--- src/rtl/core/arrival_time_vertex_interpolator_top_defines.svh ---
// assertion macros of the vertex interpolator rtl
`ifndef ARRIVAL_TIME_VERTEX_INTERPOLATOR_TOP_DEFINES_SVH
`define ARRIVAL_TIME_VERTEX_INTERPOLATOR_TOP_DEFINES_SVH
`ifndef SYNTHESIS
// same-cycle implication, clocked by clk, off during reset
`define ATVI_ASSERT_IMPL(lbl, ante, cons) \
  lbl: assert property (@(posedge clk) disable iff (!rst_n) (ante) |-> (cons)) \
    else $error("atvi assertion failed");
// next-cycle implication
`define ATVI_ASSERT_NEXT(lbl, ante, cons) \
  lbl: assert property (@(posedge clk) disable iff (!rst_n) (ante) |=> (cons)) \
    else $error("atvi assertion failed");
`else
`define ATVI_ASSERT_IMPL(lbl, ante, cons)
`define ATVI_ASSERT_NEXT(lbl, ante, cons)
`endif
`endif

--- src/rtl/core/atvi_pkg.sv ---
// types and constants of the vertex interpolator
`default_nettype none
package atvi_pkg;
  localparam logic [7:0] MAX_NEIGHBOURS = 8'd64;
  localparam logic [3:0] BASE_WEIGHT_RESET = 4'd4;
  localparam logic signed [19:0] LAMBDA_HALF = 20'sd32768;
  localparam logic signed [19:0] LAMBDA_LIMIT = 20'sd262144;
  localparam logic signed [20:0] ONE_Q16 = 21'sd65536;
  localparam int DVD_W = 49;
  localparam int DVS_W = 34;
  localparam int QUEUE_DEPTH = 2;
  localparam int QPTR_W = 1;
  localparam int QCNT_W = 2;

  typedef enum logic [1:0] {
    CMD_START = 2'd0,
    CMD_NB    = 2'd1,
    CMD_PASS  = 2'd2
  } cmd_kind_t;

  typedef struct packed {
    cmd_kind_t        kind;
    logic [2:0][31:0] pos;
    logic [31:0]      t1;
    logic [31:0]      t2;
    logic [31:0]      t3;
    logic             skip;
    logic             last;
  } cmd_t;
endpackage
`default_nettype wire

--- src/rtl/core/atvi_if.sv ---
// request and result channels of the vertex interpolator
`default_nettype none
interface atvi_in_if;
  logic               valid;
  logic               ready;
  logic               req_type;
  logic signed [31:0] pos_x;
  logic signed [31:0] pos_y;
  logic signed [31:0] pos_z;
  logic [31:0]        time_one;
  logic [31:0]        time_two;
  logic [31:0]        time_three;
  logic               skip;
  logic               last;
  modport source(output valid, req_type, pos_x, pos_y, pos_z, time_one, time_two,
                 time_three, skip, last, input ready);
  modport sink(input valid, req_type, pos_x, pos_y, pos_z, time_one, time_two,
               time_three, skip, last, output ready);
endinterface

`default_nettype wire

--- src/rtl/core/atvi_front.sv ---
// request intake: classifies requests and queues them for the back end
`default_nettype none
module atvi_front import atvi_pkg::*; (
  input  wire logic  clk,
  input  wire logic  rst_n,
  atvi_in_if.sink    in_ch,
  output cmd_t       cmd,
  output logic       cmd_valid,
  input  wire logic  cmd_pop
);
  cmd_t              q_r [QUEUE_DEPTH];
  logic [QPTR_W-1:0] wr_ptr_r, wr_ptr_nxt;
  logic [QPTR_W-1:0] rd_ptr_r, rd_ptr_nxt;
  logic [QCNT_W-1:0] count_r, count_nxt;
  logic              push;
  logic              pop;
  cmd_t              new_cmd;

  assign in_ch.ready = (count_r != QCNT_W'(QUEUE_DEPTH));
  assign push = in_ch.valid && in_ch.ready;
  assign cmd_valid = (count_r != '0);
  assign pop = cmd_pop && cmd_valid;
  assign cmd = q_r[rd_ptr_r];

  always_comb begin
    new_cmd.kind = !in_ch.req_type ? CMD_START : (in_ch.skip ? CMD_PASS : CMD_NB);
    new_cmd.pos[0] = in_ch.pos_x;
    new_cmd.pos[1] = in_ch.pos_y;
    new_cmd.pos[2] = in_ch.pos_z;
    new_cmd.t1 = in_ch.time_one;
    new_cmd.t2 = in_ch.time_two;
    new_cmd.t3 = in_ch.time_three;
    new_cmd.skip = in_ch.skip;
    new_cmd.last = in_ch.last;
    wr_ptr_nxt = push ? wr_ptr_r + 1'b1 : wr_ptr_r;
    rd_ptr_nxt = pop ? rd_ptr_r + 1'b1 : rd_ptr_r;
    count_nxt = count_r + QCNT_W'(push) - QCNT_W'(pop);
  end

  always_ff @(posedge clk) begin
    if (!rst_n) begin
      wr_ptr_r <= '0;
      rd_ptr_r <= '0;
      count_r <= '0;
    end else begin
      wr_ptr_r <= wr_ptr_nxt;
      rd_ptr_r <= rd_ptr_nxt;
      count_r <= count_nxt;
    end
  end

  always_ff @(posedge clk) begin
    if (push) begin
      q_r[wr_ptr_r] <= new_cmd;
    end
  end
endmodule
`default_nettype wire

--- src/flat_wrapper.sv ---
// flat-port wrapper written by rule: the top's interface ports become plain ports
module atvi_front_flat import atvi_pkg::*;
  (clk, rst_n, cmd, cmd_valid, cmd_pop, in_ch_valid, in_ch_req_type, in_ch_pos_x, in_ch_pos_y, in_ch_pos_z, in_ch_time_one, in_ch_time_two, in_ch_time_three, in_ch_skip, in_ch_last, in_ch_ready);
  atvi_in_if in_ch_i ();
  input  wire logic clk;
  input  wire logic rst_n;
  output cmd_t cmd;
  output logic cmd_valid;
  input  wire logic cmd_pop;
  input wire logic [$bits(in_ch_i.valid)-1:0] in_ch_valid;
  input wire logic [$bits(in_ch_i.req_type)-1:0] in_ch_req_type;
  input wire logic [$bits(in_ch_i.pos_x)-1:0] in_ch_pos_x;
  input wire logic [$bits(in_ch_i.pos_y)-1:0] in_ch_pos_y;
  input wire logic [$bits(in_ch_i.pos_z)-1:0] in_ch_pos_z;
  input wire logic [$bits(in_ch_i.time_one)-1:0] in_ch_time_one;
  input wire logic [$bits(in_ch_i.time_two)-1:0] in_ch_time_two;
  input wire logic [$bits(in_ch_i.time_three)-1:0] in_ch_time_three;
  input wire logic [$bits(in_ch_i.skip)-1:0] in_ch_skip;
  input wire logic [$bits(in_ch_i.last)-1:0] in_ch_last;
  output wire logic [$bits(in_ch_i.ready)-1:0] in_ch_ready;
  assign in_ch_i.valid = in_ch_valid;
  assign in_ch_i.req_type = in_ch_req_type;
  assign in_ch_i.pos_x = in_ch_pos_x;
  assign in_ch_i.pos_y = in_ch_pos_y;
  assign in_ch_i.pos_z = in_ch_pos_z;
  assign in_ch_i.time_one = in_ch_time_one;
  assign in_ch_i.time_two = in_ch_time_two;
  assign in_ch_i.time_three = in_ch_time_three;
  assign in_ch_i.skip = in_ch_skip;
  assign in_ch_i.last = in_ch_last;
  assign in_ch_ready = in_ch_i.ready;
  atvi_front u_core (.clk(clk), .rst_n(rst_n), .in_ch(in_ch_i), .cmd(cmd), .cmd_valid(cmd_valid), .cmd_pop(cmd_pop));
endmodule
--- config.mk ---
export PLATFORM = sky130hd
export DESIGN_NAME = atvi_front_flat
export DESIGN_NICKNAME = d
export VERILOG_FILES = /design/src/rtl/core/arrival_time_vertex_interpolator_top_defines.svh /design/src/rtl/core/atvi_pkg.sv /design/src/rtl/core/atvi_if.sv /design/src/rtl/core/atvi_front.sv /design/src/flat_wrapper.sv
export SDC_FILE = /design/constraint.sdc
export NUM_CORES = 1
export LEC_CHECK = 0
export BUFFER_PORTS_ARGS = -buffer_cell sky130_fd_sc_hd__buf_2
export CAP_MARGIN = 20
export CORE_ASPECT_RATIO = 0.5
export CORE_MARGIN = 2
export CORE_UTILIZATION = 31
export CTS_CLUSTER_SIZE = 40
export DETAILED_ROUTE_END_ITERATION = 16
export HOLD_SLACK_MARGIN = 0.03
export PLACE_DENSITY = 0.5
export SYNTH_ARGS = -nofsm -noshare
export SYNTH_HDL_FRONTEND = slang
export SYNTH_SLANG_ARGS = --single-unit
--- constraint.sdc ---
create_clock -name clk -period 23 [get_ports clk]
set_input_delay 1.15 -clock clk [delete_from_list [all_inputs] [get_ports clk]]
set_output_delay 1.15 -clock clk [all_outputs]
set_load 0.05 [all_outputs]
---- Word-level counts from Yosys, hierarchy flattened ----
Memories as Yosys holds them, arrays and structs flattened. A register that Yosys moved wholly into a read port is not among the register bits.
Index checks and enable logic that the tools add are counted.
cells by class
  add/sub/neg operators ................... 4
  multiply operators ...................... 0
  divide/modulo/power cells ............... 0
  magnitude comparators ................... 0
  equal/unequal tests ..................... 1
  shift-type cells ........................ 0
  muxes and demuxes ....................... 6
  bitwise operators ....................... 0
  reductions and logical operators ........ 3
operators with widths
  cell                 number
  $mux 1               4
  $mux 2               2
  $add 1x1->1 const B  2
  $add 2x1->2          1
  $logic_and 1x1->1    2
  $ne 2x2->1 const B   1
  $reduce_bool 2->1    1
  $sub 2x1->2          1
word-level totals
  register bits ........................... 4
  bits in latches ......................... 0
  bits in writable memories ............... 392
  memory bits (read-only) ................. 0
  output and inout bits ................... 198
  logic and storage cells ................. 18
  memories kept ........................... 1
memory list
  memory      words  bits a word  read ports  clocked after memory_dff  write ports  RTL line          RTL
  u_core.q_r  2      196          1           1                         1            atvi_front.sv:11  cmd_t q_r [QUEUE_DEPTH];

---- Depth between registers and ports, before layout ----
Gate-level depths: netlist of run 1.
  depth after elaboration ................. 4
  gate-level depth with buffers ........... 7

---- Worst setup path before layout of run 1 ----
Ideal clock, no wire load.
  path kind ............................... input to register
  start point ............................. in in_ch_valid
  end point ............................... mem u_core.q_r[0][0] (netlist name), enable pin
  data arrival time ....................... 9906 ps
  data required time ...................... 22222 ps
  path slack .............................. 12316 ps
  stages .................................. 2
  path buffers ............................ 0
  cells stage by stage .................... and2_1 > nor2b_1
on the way
  word-level cells in the longest chain between the ends .. 3
RTL lines
  item                          RTL line            RTL
  start: declaration            flat_wrapper.sv:10  input wire logic [$bits(in_ch_i.valid)-1:0] in_ch_valid;
  $logic_and 1x1->1             atvi_front.sv:20    assign push = in_ch.valid && in_ch.ready;
  $mux 1                        atvi_front.sv:53    if (push) begin
  $mux 1 (implied by the code)  atvi_front.sv:54    q_r[wr_ptr_r] <= new_cmd;
  end: declaration              atvi_front.sv:11
Every way passes these cells.

==> flow_summary.yaml, run 1 <==
grt:
  track_usage_pct: 13.5
  grt_first_pass_wirelength_mm: 49.9
  overflow: 0
  grt_max_degree: 76
  antenna_found_initial: 6
  grt_pass1_vias: 7769
worst_setup_path:
  rr_startpoint: "u_core.count_r[0]$_SDFF_PN0_"
  worst-r2r-setup-slack_ns: 18.76
  setup.worst_path.class: "flip-flop to output port"
  r2r-end: "u_core.q_r[0][68]$_DFFE_PP_"
  crit_path_end_kind: "output port"
  startpoint_type: "flip-flop"
  worst-r2r-cell-count: 6
  critPathMaxFanout: 53
  crit_required_ns: 21.85
  cp.arrival_ns: 3.75
placed_design:
  place.gp.congestion: 0.757
  portBuffers: 396
  dpl.hpwl_mm: 24.4
cts:
  cts.clk_slew.worst_paths_ns: 0.06
  cts-root-buf: "clkbuf_16"
  cts_setup_buffers: 0
  cts_buffers: 40
  cts_tree: "built"
  cts_hold_buf: 0
  clk_latency_ns: 0.53
  cts.sinks: 397
  htreeDepth: 2
  cts_resized: 0
  cts_buffer_depth: 3
timing:
  grt_setup_unrepaired: "no"
  fmax_mhz: 204
  slew_viol_final: 0
  period_minus_slack_ns: 4.90
  slew_headroom_pct: 27.8
  finalHoldViolCount: 0
  worst_slew_pin_slew_ns: 1.08
  tns_ns: 0
  finClkSkew_ns: 0.0132
  fin_crit_sh_pct: 21.3
  setup_viol_count_final: 0
yosys:
  syn_area_per_cell_sq_um: 23.5
  synth_seq_area_share_pct: 79.3
  synth.cell_area_sq_mm: 0.0150
  synth_top_area_cell: "edfxtp_1"
  syn-num-nets: 838
  yosys-top-cells-area: "edfxtp_1, mux2_4, mux2_2"
  ys_ff_latch: 397
  netlist.area_leader.share_pct: 78.6
  syn_inst: 637
  synth_cell_types: 18
  yosys_warnings: 0
drt:
  antenna_left: 0
  via_count: 7396
  drt_iter0_drc: 496
  viasPerCell: 4.27
  dr.pass1.iters: 6
  routedWlPerCell_um: 20.3
  drc: 0
  drt-total-wl_mm: 35.1
hold_path:
  hold_class: "flip-flop to flip-flop"
  min_from: "u_core.wr_ptr_r$_SDFFE_PN0N_"
  hold_depth: 2
  holdPathEnd: "u_core.wr_ptr_r$_SDFFE_PN0N_"
floorplanning:
  die_y_um: 159
  pin_count: 397
  core_sq_mm: 0.0473
  num_rows: 56
  dieWidth_um: 315
  initial_core_util_pct: 31.7
  die_area_sq_mm: 0.0502
outcome:
  status: "complete, no violations"
finish:
  fillers: 4320
  area_growth_pct: 26.4
  nNetsFinal: 1262
  drive_gt1_share_pct: 60.7
  seqCellArea_sq_mm: 0.0119
  multi_input_area_sq_mm: 0.00289
pwr:
  power.density_mw_per_mm2: 135
  ir_drop_uv: 50.5
  cellLeakagePower_nw: 7.22
  p_total_mw: 2.56
run:
  max_cap_viol_count: 0
[area by class of cell]
cell class | count | area share [%]
diodes | 6 | 0.0793
clock buffers | 46 | 5.52
clock inverters | 22 | 1.37
inverters | 2 | 0.0397
multi-input cells | 216 | 15.3
flip-flops and latches | 397 | 62.7
well taps | 638 | 4.22
repair buffers | 404 | 10.8
[cell families (layout without fill, tap and decap cells)]
group	Yosys count	in the layout	share of synthesized area, %
DFF	397	397	79.3
muxes	196	196	18.3
buffers and inverters	24	474	1.50
and+or+nand+nor	13	13	0.543
xor gates and xnor gates	3	3	0.176
adders and majority gates	2	2	0.167
AOI/OAI and AO/OA	2	2	0.0835
other	0	6	0
[registers in the layout (all words and copies together), names as in the netlist, named ones only]
| register | flops |
|---|---|
| u_core.count_r | 2 |
| u_core.rd_ptr_r | 1 |
| u_core.wr_ptr_r | 1 |
| u_core.q_r | 392 |
[where the power goes]
part / total (mW) / internal, mW / leakage (nW) / switching, mW
Sequential: 0.961 / 0.921 / 3.70 / 0.0406
Combinational: 0.942 / 0.283 / 2.87 / 0.659
Clock: 0.660 / 0.392 / 0.643 / 0.269
Total: 2.56 / 1.60 / 7.22 / 0.968
[layout by cell type, fill, tap and decap left out, types with 3 or more instances in the layout]
cell type / instances
clkbuf_16: 41
xnor2_1: 3
dfxtp_1: 4
nor2b_1: 3
and2_1: 4
clkinv_2: 7
buf_4: 8
diode_2: 6
bufinv_16: 6
mux2_4: 140
clkbuf_1: 5
clkinv_1: 7
edfxtp_1: 392
buf_2: 396
mux2_2: 56
[Yosys cell counts]
cell and number:
o21a_1 1, o21ai_0 1, buf_6 17, and2_1 4
or2_2 1, dfxtp_1 5, xnor2_1 3, buf_2 5
mux2_2 56, nor2b_1 4, edfxtp_1 392, and3_1 1
ha_1 2, inv_1 2, nand4b_1 1, mux2_4 140
nand2_1 1, nand2b_1 1
[worst max-delay path, stage by stage, from the launching register on]
cell     delay, ns
dfxtp_4       0.86
buf_4         0.88
buf_4         0.72
mux2_2        0.42
buf_2         0.21
[per-stage QoR]
stage / area, sq um / worst slack, ns / util, % / std cells / hold WS [ns]
floorplan: 15000 / 12.32 / - / 637 / 0.453
global placement: 17600 / 18.09 / 37.2 / 1657 / 0.516
detailed placement: 17600 / 18.00 / 37.2 / 1657 / 0.530
CTS: 18900 / 18.02 / 40.0 / 1725 / 0.543
global route: 18900 / 17.86 / 40.0 / 1731 / 0.568
finish: 18900 / 18.10 / 40.0 / 1731 / 0.542
[metal layers]
metal,track usage [%],share of wire [%],vias up
li1,-,-,3386
met1,12.7,33,3825
met3,2.70,3.2,65
met4,5.09,2.9,0
met2,28.0,61,120
met5,0,0,-
[worst max-delay path by stage]
| stage | from | to | slack [ns] | depth (start not counted) |
|---|---|---|---|---|
| 6_report | flip-flop | cmd[23] | 18.10 | 4 |
| 5_1_grt | flip-flop | cmd[23] | 17.86 | 4 |
| 4_1_cts | flip-flop | cmd[23] | 18.02 | 4 |
| 3_5_place_dp | in_ch_valid | u_core.q_r[0][71]$_DFFE_PP_ | 18.00 | 6 |
| 3_3_place_gp | in_ch_valid | u_core.q_r[0][76]$_DFFE_PP_ | 18.09 | 6 |
| 2_1_floorplan | in_ch_valid | u_core.q_r[0][0]$_DFFE_PP_ | 12.32 | 2 |
Note: power is estimated with default switching activity, not from simulation.
==> run 2: changes to the inputs <==
==> constraint.sdc (replaced) <==
create_clock -name clk -period 5 [get_ports clk]
set_input_delay 0.25 -clock clk [delete_from_list [all_inputs] [get_ports clk]]
set_output_delay 0.25 -clock clk [all_outputs]
set_load 0.05 [all_outputs]
==> flow_summary.yaml, run 2 (same netlist as run 1, synthesis figures left out) <==
timing:
  setup_viol_count_final: 0
  whs_ns: 0.194
  worst_slew_pin_slew_ns: 0.992
  fin_crit_sh_pct: 58.3
  fmax_mhz: 343
  finClkSkew_ns: 0.0169
  grt_setup_unrepaired: "no"
  period_minus_slack_ns: 2.92
  slew_viol_final: 0
  tns_ns: 0
  finalHoldViolCount: 0
  slew_headroom_pct: 33.9
pwr:
  power.switching_mw: 4.53
  clock_power_share_pct: 24.5
  power_frac_seq_pct: 37.3
  power.density_mw_per_mm2: 567
  p_comb_share_pct: 38.1
  ir_drop_uv: 244
  cellLeakagePower_nw: 8.03
  swShare_pct: 38.3
  intPower_mw: 7.31
worst_setup_path:
  crit_path_end_kind: "output port"
  cp.arrival_ns: 2.67
  critPathMaxFanout: 49
  rr_startpoint: "u_core.count_r[0]$_SDFF_PN0_"
  startpoint_type: "flip-flop"
  setup.worst_path.class: "flip-flop to output port"
  crit_required_ns: 4.75
cts:
  clk_latency_ns: 0.54
  cts_tree: "built"
  cts_buffers: 40
  cts_buffer_depth: 3
  cts-root-buf: "clkbuf_16"
  cts_setup_buffers: 0
  cts_hold_buf: 197
  cts_resized: 0
  cts.clk_slew.worst_paths_ns: 0.06
  htreeDepth: 2
  cts.sinks: 397
grt:
  overflow: 0
  antenna_found_initial: 0
  grt_first_pass_wirelength_mm: 53.4
  grt_max_degree: 83
  track_usage_pct: 14.1
  grt_pass1_vias: 8887
finish:
  nNetsFinal: 1461
  drive_gt1_share_pct: 51.4
  final_cell_mix: "buf_2, edfxtp_1, dlygate4sd3_1"
  largest_register_ffs: 392
  diodes: 0
  layout.cells.non_filler: 1928
  layout_commonest_cell: "buf_2"
  reg_top3: "u_core.q_r x392, u_core.count_r x2"
  regMostFlops: "u_core.q_r"
  fin_util_pct: 44.2
  area_growth_pct: 39.5
floorplanning:
  core_sq_mm: 0.0473
  die_area_sq_mm: 0.0502
  pin_count: 397
  num_rows: 56
  dieWidth_um: 315
  die_y_um: 159
  initial_core_util_pct: 31.7
drt:
  drt_iter0_drc: 444
  routedWlPerCell_um: 19.0
  viasPerCell: 4.22
  drt-total-wl_mm: 36.7
  via_count: 8130
  dr.pass1.iters: 4
  antenna_left: 0
  drc: 0
placed_design:
  placedCellCount: 1659
  portBuffers: 396
  place.gp.congestion: 0.773
  dpl.hpwl_mm: 24.9
outcome:
  status: "complete, no violations"
hold_path:
  min_from: "cmd_pop"
  hold_class: "primary input to flip-flop"
run:
  max_cap_viol_count: 0
-- run 2: metrics by stage --
stage / setup slack [ns] / power, mW / area [sq um]
2_1_floorplan: 0.551 / 8.01 / 15000
3_3_place_gp: 2.57 / 8.89 / 17700
3_5_place_dp: 2.42 / 8.94 / 17700
4_1_cts: 2.02 / 12.0 / 20900
5_1_grt: 1.94 / 12.3 / 20900
6_report: 2.08 / 11.8 / 20900
-- run 2: critical path, cell delays in order, from the launching register on --
cell     delay (ns)
dfxtp_4        0.89
buf_4          0.61
mux2_4         0.35
buf_2          0.21
-- run 2: worst paths after layout --
| path | to | slack (ns) | depth (start not counted) |
|---|---|---|---|
| max | cmd[84] | 2.08 | 3 |
| min | flip-flop | 0.19 | 4 |
| max reg2reg | u_core.q_r[0][79]$_DFFE_PP_ | 2.48 | 4 |
| min reg2reg | flip-flop | 0.54 | 2 |
-- run 2: power by group through the flow --
stage	clock [mW]	combinational (mW)	sequential, mW
floorplan	0	3.59	4.42
global placement	0	4.42	4.47
detailed placement	0	4.44	4.50
CTS	3.01	4.58	4.43
global route	3.13	4.68	4.47
finish	2.91	4.51	4.42
-- run 2: final cells by class --
class                           count  area (sq um)
Inverter                            2          7.51
Multi-Input combinational cell    216          2890
Clock buffer                       48          1050
Clock inverter                     24           201
Sequential cell                   397         11900
Timing Repair Buffer              603          4070
Fill cell                        4212         26400
Tap cell                          638           798
-- run 2: per-layer routing --
metal | up-vias | global-route usage, % | part of all wire (%)
met4 | 0 | 4.09 | 2.4
met2 | 108 | 29.0 | 60
li1 | 3790 | - | -
met5 | - | 0 | 0
met3 | 58 | 2.27 | 2.4
met1 | 4174 | 14.2 | 35
